--- src/hw/rtl/irfe_pkg.sv ---
// shared types, widths and codes of the image rotate and flip engine
package irfe_pkg;

    localparam int MAX_DIM    = 128;
    localparam int PIXEL_BITS = 8;

    localparam int DIM_W      = $clog2(MAX_DIM);
    localparam int CNT_W      = $clog2(MAX_DIM + 1);
    localparam int ADDR_W     = $clog2(MAX_DIM * MAX_DIM);
    localparam int IDX_W      = ADDR_W + 1;
    localparam int DIV_CNT_W  = $clog2(ADDR_W);
    localparam int FIELD_W    = 8;
    localparam int CFG_IDX_W  = 1;
    localparam int CFG_DATA_W = 8;

    localparam logic [1:0] KIND_LOAD = 2'd0;
    localparam logic [1:0] KIND_OP   = 2'd1;
    localparam logic [1:0] KIND_READ = 2'd2;

    localparam logic [1:0] OP_ROT_CW  = 2'd0;
    localparam logic [1:0] OP_ROT_CCW = 2'd1;
    localparam logic [1:0] OP_MIR_LR  = 2'd2;
    localparam logic [1:0] OP_MIR_TB  = 2'd3;

    localparam logic [CFG_IDX_W-1:0] CFG_ROWS = 1'd0;
    localparam logic [CFG_IDX_W-1:0] CFG_COLS = 1'd1;

    localparam int ORI_SWAP = 0;
    localparam int ORI_FROW = 1;
    localparam int ORI_FCOL = 2;

    typedef struct packed {
        logic [1:0]         kind;
        logic [FIELD_W-1:0] pixel_in;
        logic [1:0]         op;
    } t_in_item;

    typedef struct packed {
        logic [FIELD_W-1:0] pixel_out;
        logic               row_end;
        logic               last;
        logic [FIELD_W-1:0] out_rows;
        logic [FIELD_W-1:0] out_cols;
    } t_out_item;

    typedef enum logic [2:0] {
        ST_IDLE,
        ST_PREP,
        ST_DIV,
        ST_ADDR,
        ST_MEM,
        ST_PUT
    } t_state;

    typedef struct packed {
        logic load;
        logic op_apply;
        logic prep;
        logic div_step;
        logic addr_calc;
        logic out_load;
    } t_dp_cmd;

    typedef struct packed {
        logic idx_oor;
        logic coord_ok;
        logic div_done;
        logic out_free;
    } t_dp_sts;

endpackage

--- src/hw/rtl/irfe_ctrl.sv ---
// controller state machine of the image rotate and flip engine
module irfe_ctrl (
    input  logic             i_clk,
    input  logic             i_rst_n,
    input  logic             i_in_valid,
    input  logic [1:0]       i_in_kind,
    output logic             o_in_ready,
    input  irfe_pkg::t_dp_sts i_sts,
    output irfe_pkg::t_dp_cmd o_cmd
);
    import irfe_pkg::*;

    t_state r_state;
    t_state n_state;

    always_ff @(posedge i_clk) begin
        if (!i_rst_n) begin
            r_state <= ST_IDLE;
        end else begin
            r_state <= n_state;
        end
    end

    always_comb begin
        n_state    = r_state;
        o_cmd      = '0;
        o_in_ready = 1'b0;
        case (r_state)
            ST_IDLE: begin
                o_in_ready = 1'b1;
                if (i_in_valid) begin
                    case (i_in_kind)
                        KIND_LOAD: o_cmd.load     = 1'b1;
                        KIND_OP:   o_cmd.op_apply = 1'b1;
                        KIND_READ: n_state        = ST_PREP;
                        default:   n_state        = ST_IDLE;
                    endcase
                end
            end
            ST_PREP: begin
                o_cmd.prep = 1'b1;
                // coordinates lost after a dimension or orientation change
                if (!i_sts.idx_oor && !i_sts.coord_ok) begin
                    n_state = ST_DIV;
                end else begin
                    n_state = ST_ADDR;
                end
            end
            ST_DIV: begin
                o_cmd.div_step = 1'b1;
                if (i_sts.div_done) begin
                    n_state = ST_ADDR;
                end
            end
            ST_ADDR: begin
                o_cmd.addr_calc = 1'b1;
                n_state         = ST_MEM;
            end
            ST_MEM: begin
                n_state = ST_PUT;
            end
            ST_PUT: begin
                if (i_sts.out_free) begin
                    o_cmd.out_load = 1'b1;
                    n_state        = ST_IDLE;
                end
            end
            default: begin
                n_state = ST_IDLE;
            end
        endcase
    end

endmodule

--- config.mk ---
export PLATFORM = sky130hd
export DESIGN_NAME = irfe_ctrl
export DESIGN_NICKNAME = d
export VERILOG_FILES = /design/src/hw/rtl/irfe_pkg.sv /design/src/hw/rtl/irfe_ctrl.sv
export SDC_FILE = /design/constraint.sdc
export NUM_CORES = 1
export LEC_CHECK = 0
export ABC_AREA = 1
export BUFFER_PORTS_ARGS = -buffer_cell sky130_fd_sc_hd__buf_2
export CORE_AREA = 2 2 39 41
export DETAILED_ROUTE_END_ITERATION = 8
export DIE_AREA = 0 0 41 43
export SYNTH_ARGS = -nofsm -noshare
export SYNTH_HDL_FRONTEND = slang
export SYNTH_SLANG_ARGS = --single-unit
--- constraint.sdc ---
create_clock -name i_clk -period 1.5 [get_ports i_clk]
set_input_delay 0.3 -clock i_clk [delete_from_list [all_inputs] [get_ports i_clk]]
set_output_delay 0.3 -clock i_clk [all_outputs]
set_load 0.03 [all_outputs]
==> impl_metrics.ini, run 1 <==
[power]
comb_power_share_pct = 25.8
switching_share_pct = 30.7
power.internal_mw = 0.215
ir_drop_mv = 0.243
p_leak_nw = 0.234
switching_power_mw = 0.0953
p_total_mw = 0.310
seq_power_share_pct = 28.3
p_per_area_nw_per_um2 = 719
clkPwrFrac_pct = 45.9

[sta]
finalHoldViolCount = 0
finalSetupViolCount = 0
setup_ws_ps = 65.8
post-route-period-util_pct = 95.6
skew_ps = 4.39
setup_tns_ps = 0
rsz0062_at_grt = yes
slew_headroom_pct = 85.8
maxSlewViolCount = 0
min_period_ps = 1430
fmax_mhz = 697
worst_pin_slew_ps = 211
fin_hold_ws_ps = 322

[final_layout]
reg.largest.list = r_state: 3 flops
layoutNonFillerInstCount = 80
layout_commonest_cell = inv_1
final_nets = 74
fin_area_um2 = 432
layout_common_cells = inv_1, buf_2, nand2_1, buf_4
largest_reg_flops = 3
final_util_pct = 31.2
drive_above_1_share_pct = 51.6
area_delta_synth_final_pct = 77.8
regMostFlops = r_state
n_antenna_cell = 0

[cts]
clock-root-buffer = clkbuf_4
clkLatencyLatePin_ps = 230
ctsHtreeMaxLevel = 1
clock_sinks = 3
cts_tree = done
ctsLongestPathBuffers = 2
cts_buffers = 3
clk_pin_slew_ps = 40

[setup_path]
reg2reg_to = r_state[0]$_SDFFE_PN0P_
required_ps = 1200
rrSetupSlack_ps = 400
critPathMaxStageDelay_ps = 380
start_kind = flip-flop
cp-end-kind = primary output
worst-path-buf-inv = 4
path_cells = inv_4 -> buf_4 -> nand3_2 -> inv_1 -> clkbuf_4
worstPathMaxFanout = 5
arrival_ps = 1130
slowest_stage = dfxtp_2
cpLargestDelayFamily = buffers and inverters
r2r-start = r_state[2]$_SDFFE_PN0P_
crit_type = reg -> out
rr_worst_depth = 8

[drt]
routedWlPerCell_um = 8.93
drtAntennaViolNets = 0
drtIter0Drc = 1
viasPerCell = 4.19
wirelength_um = 714
dr.pass1.iters = 2
drc = 0
vias = 335

[status]
status = complete, no violations

[yosys]
syn_nets = 51
syn_inst = 42
yosys_warnings = 0
netlist_area_um2 = 243
ys_ff_latch = 3
netlist-cell-type-count = 12
postSynthAreaPerCell_um2 = 5.78
yosysSeqAreaShare_pct = 24.7

[place]
pre_cts_ws_ps = 105
placed_cells_incl_taps = 73
io_buffer_count = 15
dpl.hpwl_um = 534
dpl-instance-area_um2 = 338
place.gp.congestion = 0.744

[min_path]
hold-path-endpoint = r_state[2]$_SDFFE_PN0P_
min_from = i_rst_n
min-delay-path-class = in -> reg
min_delay_path_depth = 3

[floorplanning]
core_um2 = 1380
fp-row-count = 14
chipHeight_um = 43
start_util_pct = 17.5
die-area_um2 = 1760
die_x_um = 41
io_pins = 16

[grt]
grt_overflow = 0
antenna_found_initial = 0
grt_pass1_vias = 314
grt_start_max_net_pins = 6
grt_use_total_pct = 10.0
grt_first_pass_wirelength_mm = 1.15

[flow_run]
max_cap_violations = 0
## timing repair
action | in CTS | in global routing
hold buffers | 0 | 0
setup endpoints to repair | 3 | 4
resized for setup | 9 | 6
setup buffers | 3 | 0
pin swaps | 2 | 1
## how the worst max path moves through the flow
stage	end	slack [ps]	cells after the start	startpoint
floorplan	o_cmd[4]	-310	3	r_state[1]$_SDFFE_PN0P_
global placement	o_cmd[5]	170	4	r_state[1]$_SDFFE_PN0P_
detailed placement	o_cmd[5]	100	4	r_state[1]$_SDFFE_PN0P_
CTS	o_cmd[4]	-10	4	r_state[0]$_SDFFE_PN0P_
global route	o_cmd[5]	-9	4	r_state[1]$_SDFFE_PN0P_
finish	o_cmd[2]	70	5	r_state[2]$_SDFFE_PN0P_
## cells by family after synthesis
kind of cell    count (synthesis)  share of synthesized area [%]
simple gates                   22                           46.9
buf+inv                        13                           20.1
compound gates                  4                           8.25
flops                           3                           24.7
## synthesized netlist by cell type, drive strengths merged
library cell	count	share of area, %
nand3	4	10
nand4	2	5.2
inv	13	20
a21oi	4	8.2
nor4	3	7.7
nor3	1	4.1
dfxtp	3	25
nor2	4	7.2
nand2	8	12
## layer usage
layer  wire, µm  up-vias  global-route usage, %  share of wire (%)
met5          0        -                      0                  0
met4          0        0                   8.00                  0
met3         33        0                   4.71                4.6
met2        392        7                   15.3                 55
met1        288      151                   9.62                 40
li1           -      177                      -                  -
## power groups by stage
stage	clock, mW	combinational (mW)	sequential (mW)
2_1_floorplan	0	0.0450	0.0869
3_3_place_gp	0	0.0676	0.0872
3_5_place_dp	0	0.0686	0.0874
4_1_cts	0.152	0.0789	0.0875
5_1_grt	0.162	0.0894	0.0880
6_report	0.143	0.0801	0.0878
## tightest hold or removal path: stages
cell and delay [ps]:
buf_2 90, inv_1 70, a21oi_1 40
## area by class of cell
type,count,area [µm²]
Clock buffer,4,26.3
Fill cell,162,952
Inverter,13,51.3
Multi-Input combinational cell,26,160
Sequential cell,3,63.8
Tap cell,16,20.0
Timing Repair Buffer,18,110
No activity file was read; power rests on OpenSTA's default activity.
==> run 2, diff against run 1 <==
--- a/config.mk
+++ b/config.mk
@@ -10,6 +10,8 @@
 export CORE_AREA = 2 2 39 41
 export DETAILED_ROUTE_END_ITERATION = 8
 export DIE_AREA = 0 0 41 43
+export PLACE_DENSITY_LB_ADDON = 0.08
+export SETUP_SLACK_MARGIN = 0.5
 export SYNTH_ARGS = -nofsm -noshare
 export SYNTH_HDL_FRONTEND = slang
 export SYNTH_SLANG_ARGS = --single-unit
==> impl_metrics.ini, run 2 (synthesis gave the netlist of run 1 again) <==
[final_layout]
reg.largest.list = r_state: 3 flops
fill_cells = 164
layout_common_cells = buf_4, inv_1, buf_2, nand2_1, buf_6
final_util_pct = 39.8
largest_reg_flops = 3
fin_area_um2 = 551
regMostFlops = r_state
n_antenna_cell = 0
layout_commonest_cell = buf_4
final_nets = 79
drive_above_1_share_pct = 62.3
area_delta_synth_final_pct = 127

[floorplanning]
fp-row-count = 14
die_x_um = 41
io_pins = 16
die-area_um2 = 1760
chipHeight_um = 43
start_util_pct = 17.5
core_um2 = 1380

[drt]
drc = 0
drtAntennaViolNets = 0
dr.pass1.iters = 4
routedWlPerCell_um = 9.88
wirelength_um = 840
drtIter0Drc = 4
viasPerCell = 4.24
vias = 360

[sta]
setup_ws_ps = 84.2
maxSlewViolCount = 0
fin_hold_ws_ps = 345
finalSetupViolCount = 0
slew_headroom_pct = 85.7
finalHoldViolCount = 0
min_period_ps = 1420
skew_ps = 2.93
worst_pin_slew_ps = 212
fmax_mhz = 706
rsz0062_at_grt = yes
post-route-period-util_pct = 94.4

[setup_path]
start_kind = flip-flop
reg2reg_to = r_state[0]$_SDFFE_PN0P_
arrival_ps = 1120
r2r-start = r_state[0]$_SDFFE_PN0P_
rrSetupSlack_ps = 260
worstPathMaxFanout = 3
crit_type = reg -> out
cp-end-kind = primary output
rr_worst_depth = 10
required_ps = 1200

[grt]
grt_first_pass_wirelength_mm = 1.47
grt_use_total_pct = 12.3
antenna_found_initial = 0
grt_start_max_net_pins = 8
grt_overflow = 0
grt_pass1_vias = 338

[place]
place.gp.congestion = 0.680
io_buffer_count = 15
pre_cts_ws_ps = 115
dpl-instance-area_um2 = 408
dpl.hpwl_um = 613

[power]
p_leak_nw = 0.269
ir_drop_mv = 0.325
p_total_mw = 0.341
p_per_area_nw_per_um2 = 619

[status]
status = complete, no violations

[min_path]
min_delay_path_depth = 3
min-delay-path-class = in -> reg
hold-path-endpoint = r_state[0]$_SDFFE_PN0P_
min_from = i_rst_n

[cts]
ctsHtreeMaxLevel = 1
postCtsHoldBufs = 0
clock_sinks = 3
cts_tree = done
clk_pin_slew_ps = 30
ctsLongestPathBuffers = 2
clkLatencyLatePin_ps = 230
cts_buffers = 3
clock-root-buffer = clkbuf_4

[flow_run]
max_cap_violations = 0
## run 2: cell types whose count changed in the layout (fill, tap and decap cells not counted), moves of 3 or more
cell	change
nor4_4	+3
buf_6	+6
nor4_2	-3
inv_1	-3
## run 2: timing repair
action / 4_1_cts / 5_1_grt
endpoints found under the hold margin: 0 / 0
buffers inserted: 6 / 1
resized for setup: 17 / 5
setup endpoints to repair: 8 / 10
pin swaps: 5 / 4
## run 2: critical path: stages (launching register included)
cell,delay (ps)
dfxtp_4,350
nor2_4,140
nand2_4,80
nor4_4,120
buf_4,190
## run 2: worst max path at each step
stage | end | from | cells after the start
2_1_floorplan | o_cmd[4] | r_state[1]$_SDFFE_PN0P_ | 3
3_3_place_gp | o_cmd[4] | r_state[1]$_SDFFE_PN0P_ | 4
3_5_place_dp | o_cmd[4] | r_state[1]$_SDFFE_PN0P_ | 4
4_1_cts | o_cmd[4] | r_state[1]$_SDFFE_PN0P_ | 4
5_1_grt | o_cmd[5] | r_state[0]$_SDFFE_PN0P_ | 4
6_report | o_cmd[5] | r_state[0]$_SDFFE_PN0P_ | 4
## run 2: layout make-up
| type | count | area (µm²) | area share [%] |
|---|---|---|---|
| Clock buffer | 4 | 26.3 | 4.77 |
| Inverter | 13 | 56.3 | 10.2 |
| Multi-Input combinational cell | 26 | 204 | 37.0 |
| Sequential cell | 3 | 68.8 | 12.5 |
| Tap cell | 16 | 20.0 | 3.64 |
| Timing Repair Buffer | 23 | 175 | 31.8 |
## run 2: per-layer routing
metal / GRT usage (%) / up-vias / part of all wire, %
met2: 16.3 / 14 / 50
met4: 4.00 / 0 / 0
met5: 0 / - / 0
li1: - / 187 / -
met1: 17.0 / 159 / 41
met3: 6.28 / 0 / 8.5
## run 2: power breakdown
group          switching, mW  internal, mW
logic                 0.0631        0.0534
clock network         0.0391        0.0995
registers            0.00456        0.0812
total                  0.107         0.234
## run 2: stage by stage
step,setup TNS [ps],instances
CTS,0,84
floorplan,0,42
finish,0,85
global placement,0,74
global route,-7.06,85
detailed placement,0,74
==> run 3, diff against run 2 <==
--- a/config.mk
+++ b/config.mk
@@ -5,11 +5,12 @@
 export SDC_FILE = /design/constraint.sdc
 export NUM_CORES = 1
 export LEC_CHECK = 0
-export ABC_AREA = 1
+export ABC_AREA = 0
 export BUFFER_PORTS_ARGS = -buffer_cell sky130_fd_sc_hd__buf_2
 export CORE_AREA = 2 2 39 41
 export DETAILED_ROUTE_END_ITERATION = 8
 export DIE_AREA = 0 0 41 43
+export GPL_TIMING_DRIVEN = 0
 export PLACE_DENSITY_LB_ADDON = 0.08
 export SETUP_SLACK_MARGIN = 0.5
 export SYNTH_ARGS = -nofsm -noshare
==> impl_metrics.ini, run 3 <==
[setup_path]
reg2reg_to = r_state[0]$_SDFFE_PN0P_
required_ps = 1200
worst-path-buf-inv = 2
cpLargestDelayFamily = simple AND/OR/NAND/NOR gates
crit_type = reg -> out
r2r-start = r_state[0]$_SDFFE_PN0P_
worstPathMaxFanout = 3
arrival_ps = 1240
start_kind = flip-flop
cp-end-kind = primary output
cp.depth = 4
cp_common_cell = buf_6
rrSetupSlack_ps = -20
crit_end = o_cmd[5]
path_cells = buf_6 -> nor3_4 -> nor4bb_4 -> buf_6
worstSetupStartpoint = r_state[0]$_SDFFE_PN0P_
critPathMaxStageDelay_ps = 310
rr_worst_depth = 7
slowest_stage = dfxtp_2

[final_layout]
layout_commonest_cell = buf_6
area_delta_synth_final_pct = 151
final_nets = 69
n_antenna_cell = 0
layout_common_cells = buf_6, buf_4, buf_2, clkbuf_4
layoutNonFillerInstCount = 75
regMostFlops = r_state
drive_above_1_share_pct = 78.0
largest_reg_flops = 3
fill_cells = 141
reg.largest.list = r_state: 3 flops

[yosys]
async_reset_ff_share_pct = 0
postSynthAreaPerCell_um2 = 9.14
syn_nets = 35
synth_common_cells = dfxtp_1, nor3b_1, inv_1, nand3b_1, nor2_1
netlist_area_um2 = 238
synthFlopType = dfxtp_1
synth.top_cells.by_area = dfxtp_1, nor3b_1, nor3_4
synth_largest_type_area_fraction_pct = 25.3
syn_inst = 26
ys_ff_latch = 3
yosysSeqAreaShare_pct = 25.3
synth_edf_count = 0
yosysTopAreaCell = dfxtp_1
yosys_warnings = 0
netlist-cell-type-count = 19

[cts]
ctsHtreeMaxLevel = 1
ctsLongestPathBuffers = 2
postCtsHoldBufs = 0
cts_tree = done
clock-root-buffer = clkbuf_4
cts_buffers = 3
clock_sinks = 3
clk_pin_slew_ps = 40
clkLatencyLatePin_ps = 230

[grt]
grt_start_max_net_pins = 9
antenna_found_initial = 0
grt_pass1_vias = 347
grt_use_total_pct = 11.5
grt_overflow = 0
grt_first_pass_wirelength_mm = 1.37

[place]
io_buffer_count = 15
place.gp.congestion = 0.697
placed_cells_incl_taps = 57
pre_cts_ws_ps = 72.5

[sta]
finalHoldViolCount = 0
rsz0062_at_grt = yes
setup_tns_ps = -127
worst_pin_slew_ps = 214
skew_ps = 0.172
fmax_mhz = 650
maxSlewViolCount = 0
finalSetupViolCount = 5
setup_ws_ps = -39.1
min_period_ps = 1540
slew_headroom_pct = 85.7
post-route-period-util_pct = 103
fin_hold_ws_ps = 327

[status]
violations = setup timing
status = complete, but fails checks

[floorplanning]
start_util_pct = 17.2
chipHeight_um = 43
io_pins = 16
die-area_um2 = 1760
fp-row-count = 14
die_x_um = 41
core_um2 = 1380

[drt]
viasPerCell = 4.24
drc = 0
routedWlPerCell_um = 10.7
drtIter0Drc = 2
vias = 318
dr.pass1.iters = 2
wirelength_um = 804
drtAntennaViolNets = 0

[min_path]
min-delay-path-class = in -> reg

[power]
switching_power_mw = 0.429
seq_power_share_pct = 11.4
p_leak_nw = 0.283
comb_power_share_pct = 76.4
clkPwrFrac_pct = 12.1
p_per_area_nw_per_um2 = 2010
ir_drop_mv = 0.640
switching_share_pct = 35.8
power.internal_mw = 0.768

[flow_run]
max_cap_violations = 0
==> run 3: area by class of cell <==
type | count | area [µm²] | share of cell area, %
Timing Repair Buffer | 29 | 248 | 41.5
Multi-Input combinational cell | 19 | 203 | 34.0
Sequential cell | 3 | 66.3 | 11.1
Clock buffer | 4 | 26.3 | 4.40
Buffer | 2 | 26.3 | 4.40
Tap cell | 16 | 20.0 | 3.35
Inverter | 2 | 7.51 | 1.26
==> run 3: worst register-to-register path: cells and delay by family (launching register included) <==
family          cells  cell delay [ps]
compound gates      2              290
buf+inv             4              480
flops               1              310
simple gates        1              370
==> run 3: what timing repair did <==
| action | 4_1_cts | 5_1_grt |
|---|---|---|
| resized for setup | 18 | 7 |
| endpoints found under the setup margin | 9 | 10 |
| buffers inserted | 10 | 4 |
| pin swaps | 3 | 5 |
==> run 3: per-stage QoR <==
stage               area [µm²]  util (%)  power (mW)
floorplan                  277         -       0.532
detailed placement         372      26.9       0.642
global placement           372      26.9       0.630
finish                     597      43.1        1.20
global route               597      43.1        1.27
CTS                        543      39.2        1.08
==> run 3: per-layer routing <==
metal / up-vias / track usage [%] / routed length, µm
met5: - / 0 / 0
met4: 0 / 8.00 / 14
met3: 2 / 1.57 / 33
met2: 11 / 20.3 / 469
met1: 144 / 11.2 / 287
li1: 161 / - / -
==> run 3: power by group through the flow <==
stage / Clock, mW / Sequential, mW / Combinational [mW]
2_1_floorplan: 0 / 0.125 / 0.407
3_3_place_gp: 0 / 0.127 / 0.502
3_5_place_dp: 0 / 0.129 / 0.513
4_1_cts: 0.148 / 0.130 / 0.803
5_1_grt: 0.155 / 0.139 / 0.976
6_report: 0.145 / 0.137 / 0.915
==> run 3: worst min path at each step <==
stage | depth (start not counted) | endpoint | slack (ps) | startpoint
floorplan | 1 | r_state[2]$_SDFFE_PN0P_ | 420 | i_rst_n
global placement | 2 | r_state[2]$_SDFFE_PN0P_ | 550 | i_rst_n
detailed placement | 2 | r_state[2]$_SDFFE_PN0P_ | 560 | i_rst_n
CTS | 2 | r_state[2]$_SDFFE_PN0P_ | 320 | i_rst_n
global route | 2 | r_state[2]$_SDFFE_PN0P_ | 320 | i_rst_n
finish | 2 | r_state[2]$_SDFFE_PN0P_ | 330 | i_rst_n
==> run 3: logic make-up after synthesis <==
kind of cell / after synthesis / share of synthesized area (%)
xor+xnor: 1 / 3.68
flops: 3 / 25.3
compound gates: 5 / 17.4
buf+inv: 4 / 10.0
simple gates: 13 / 43.7
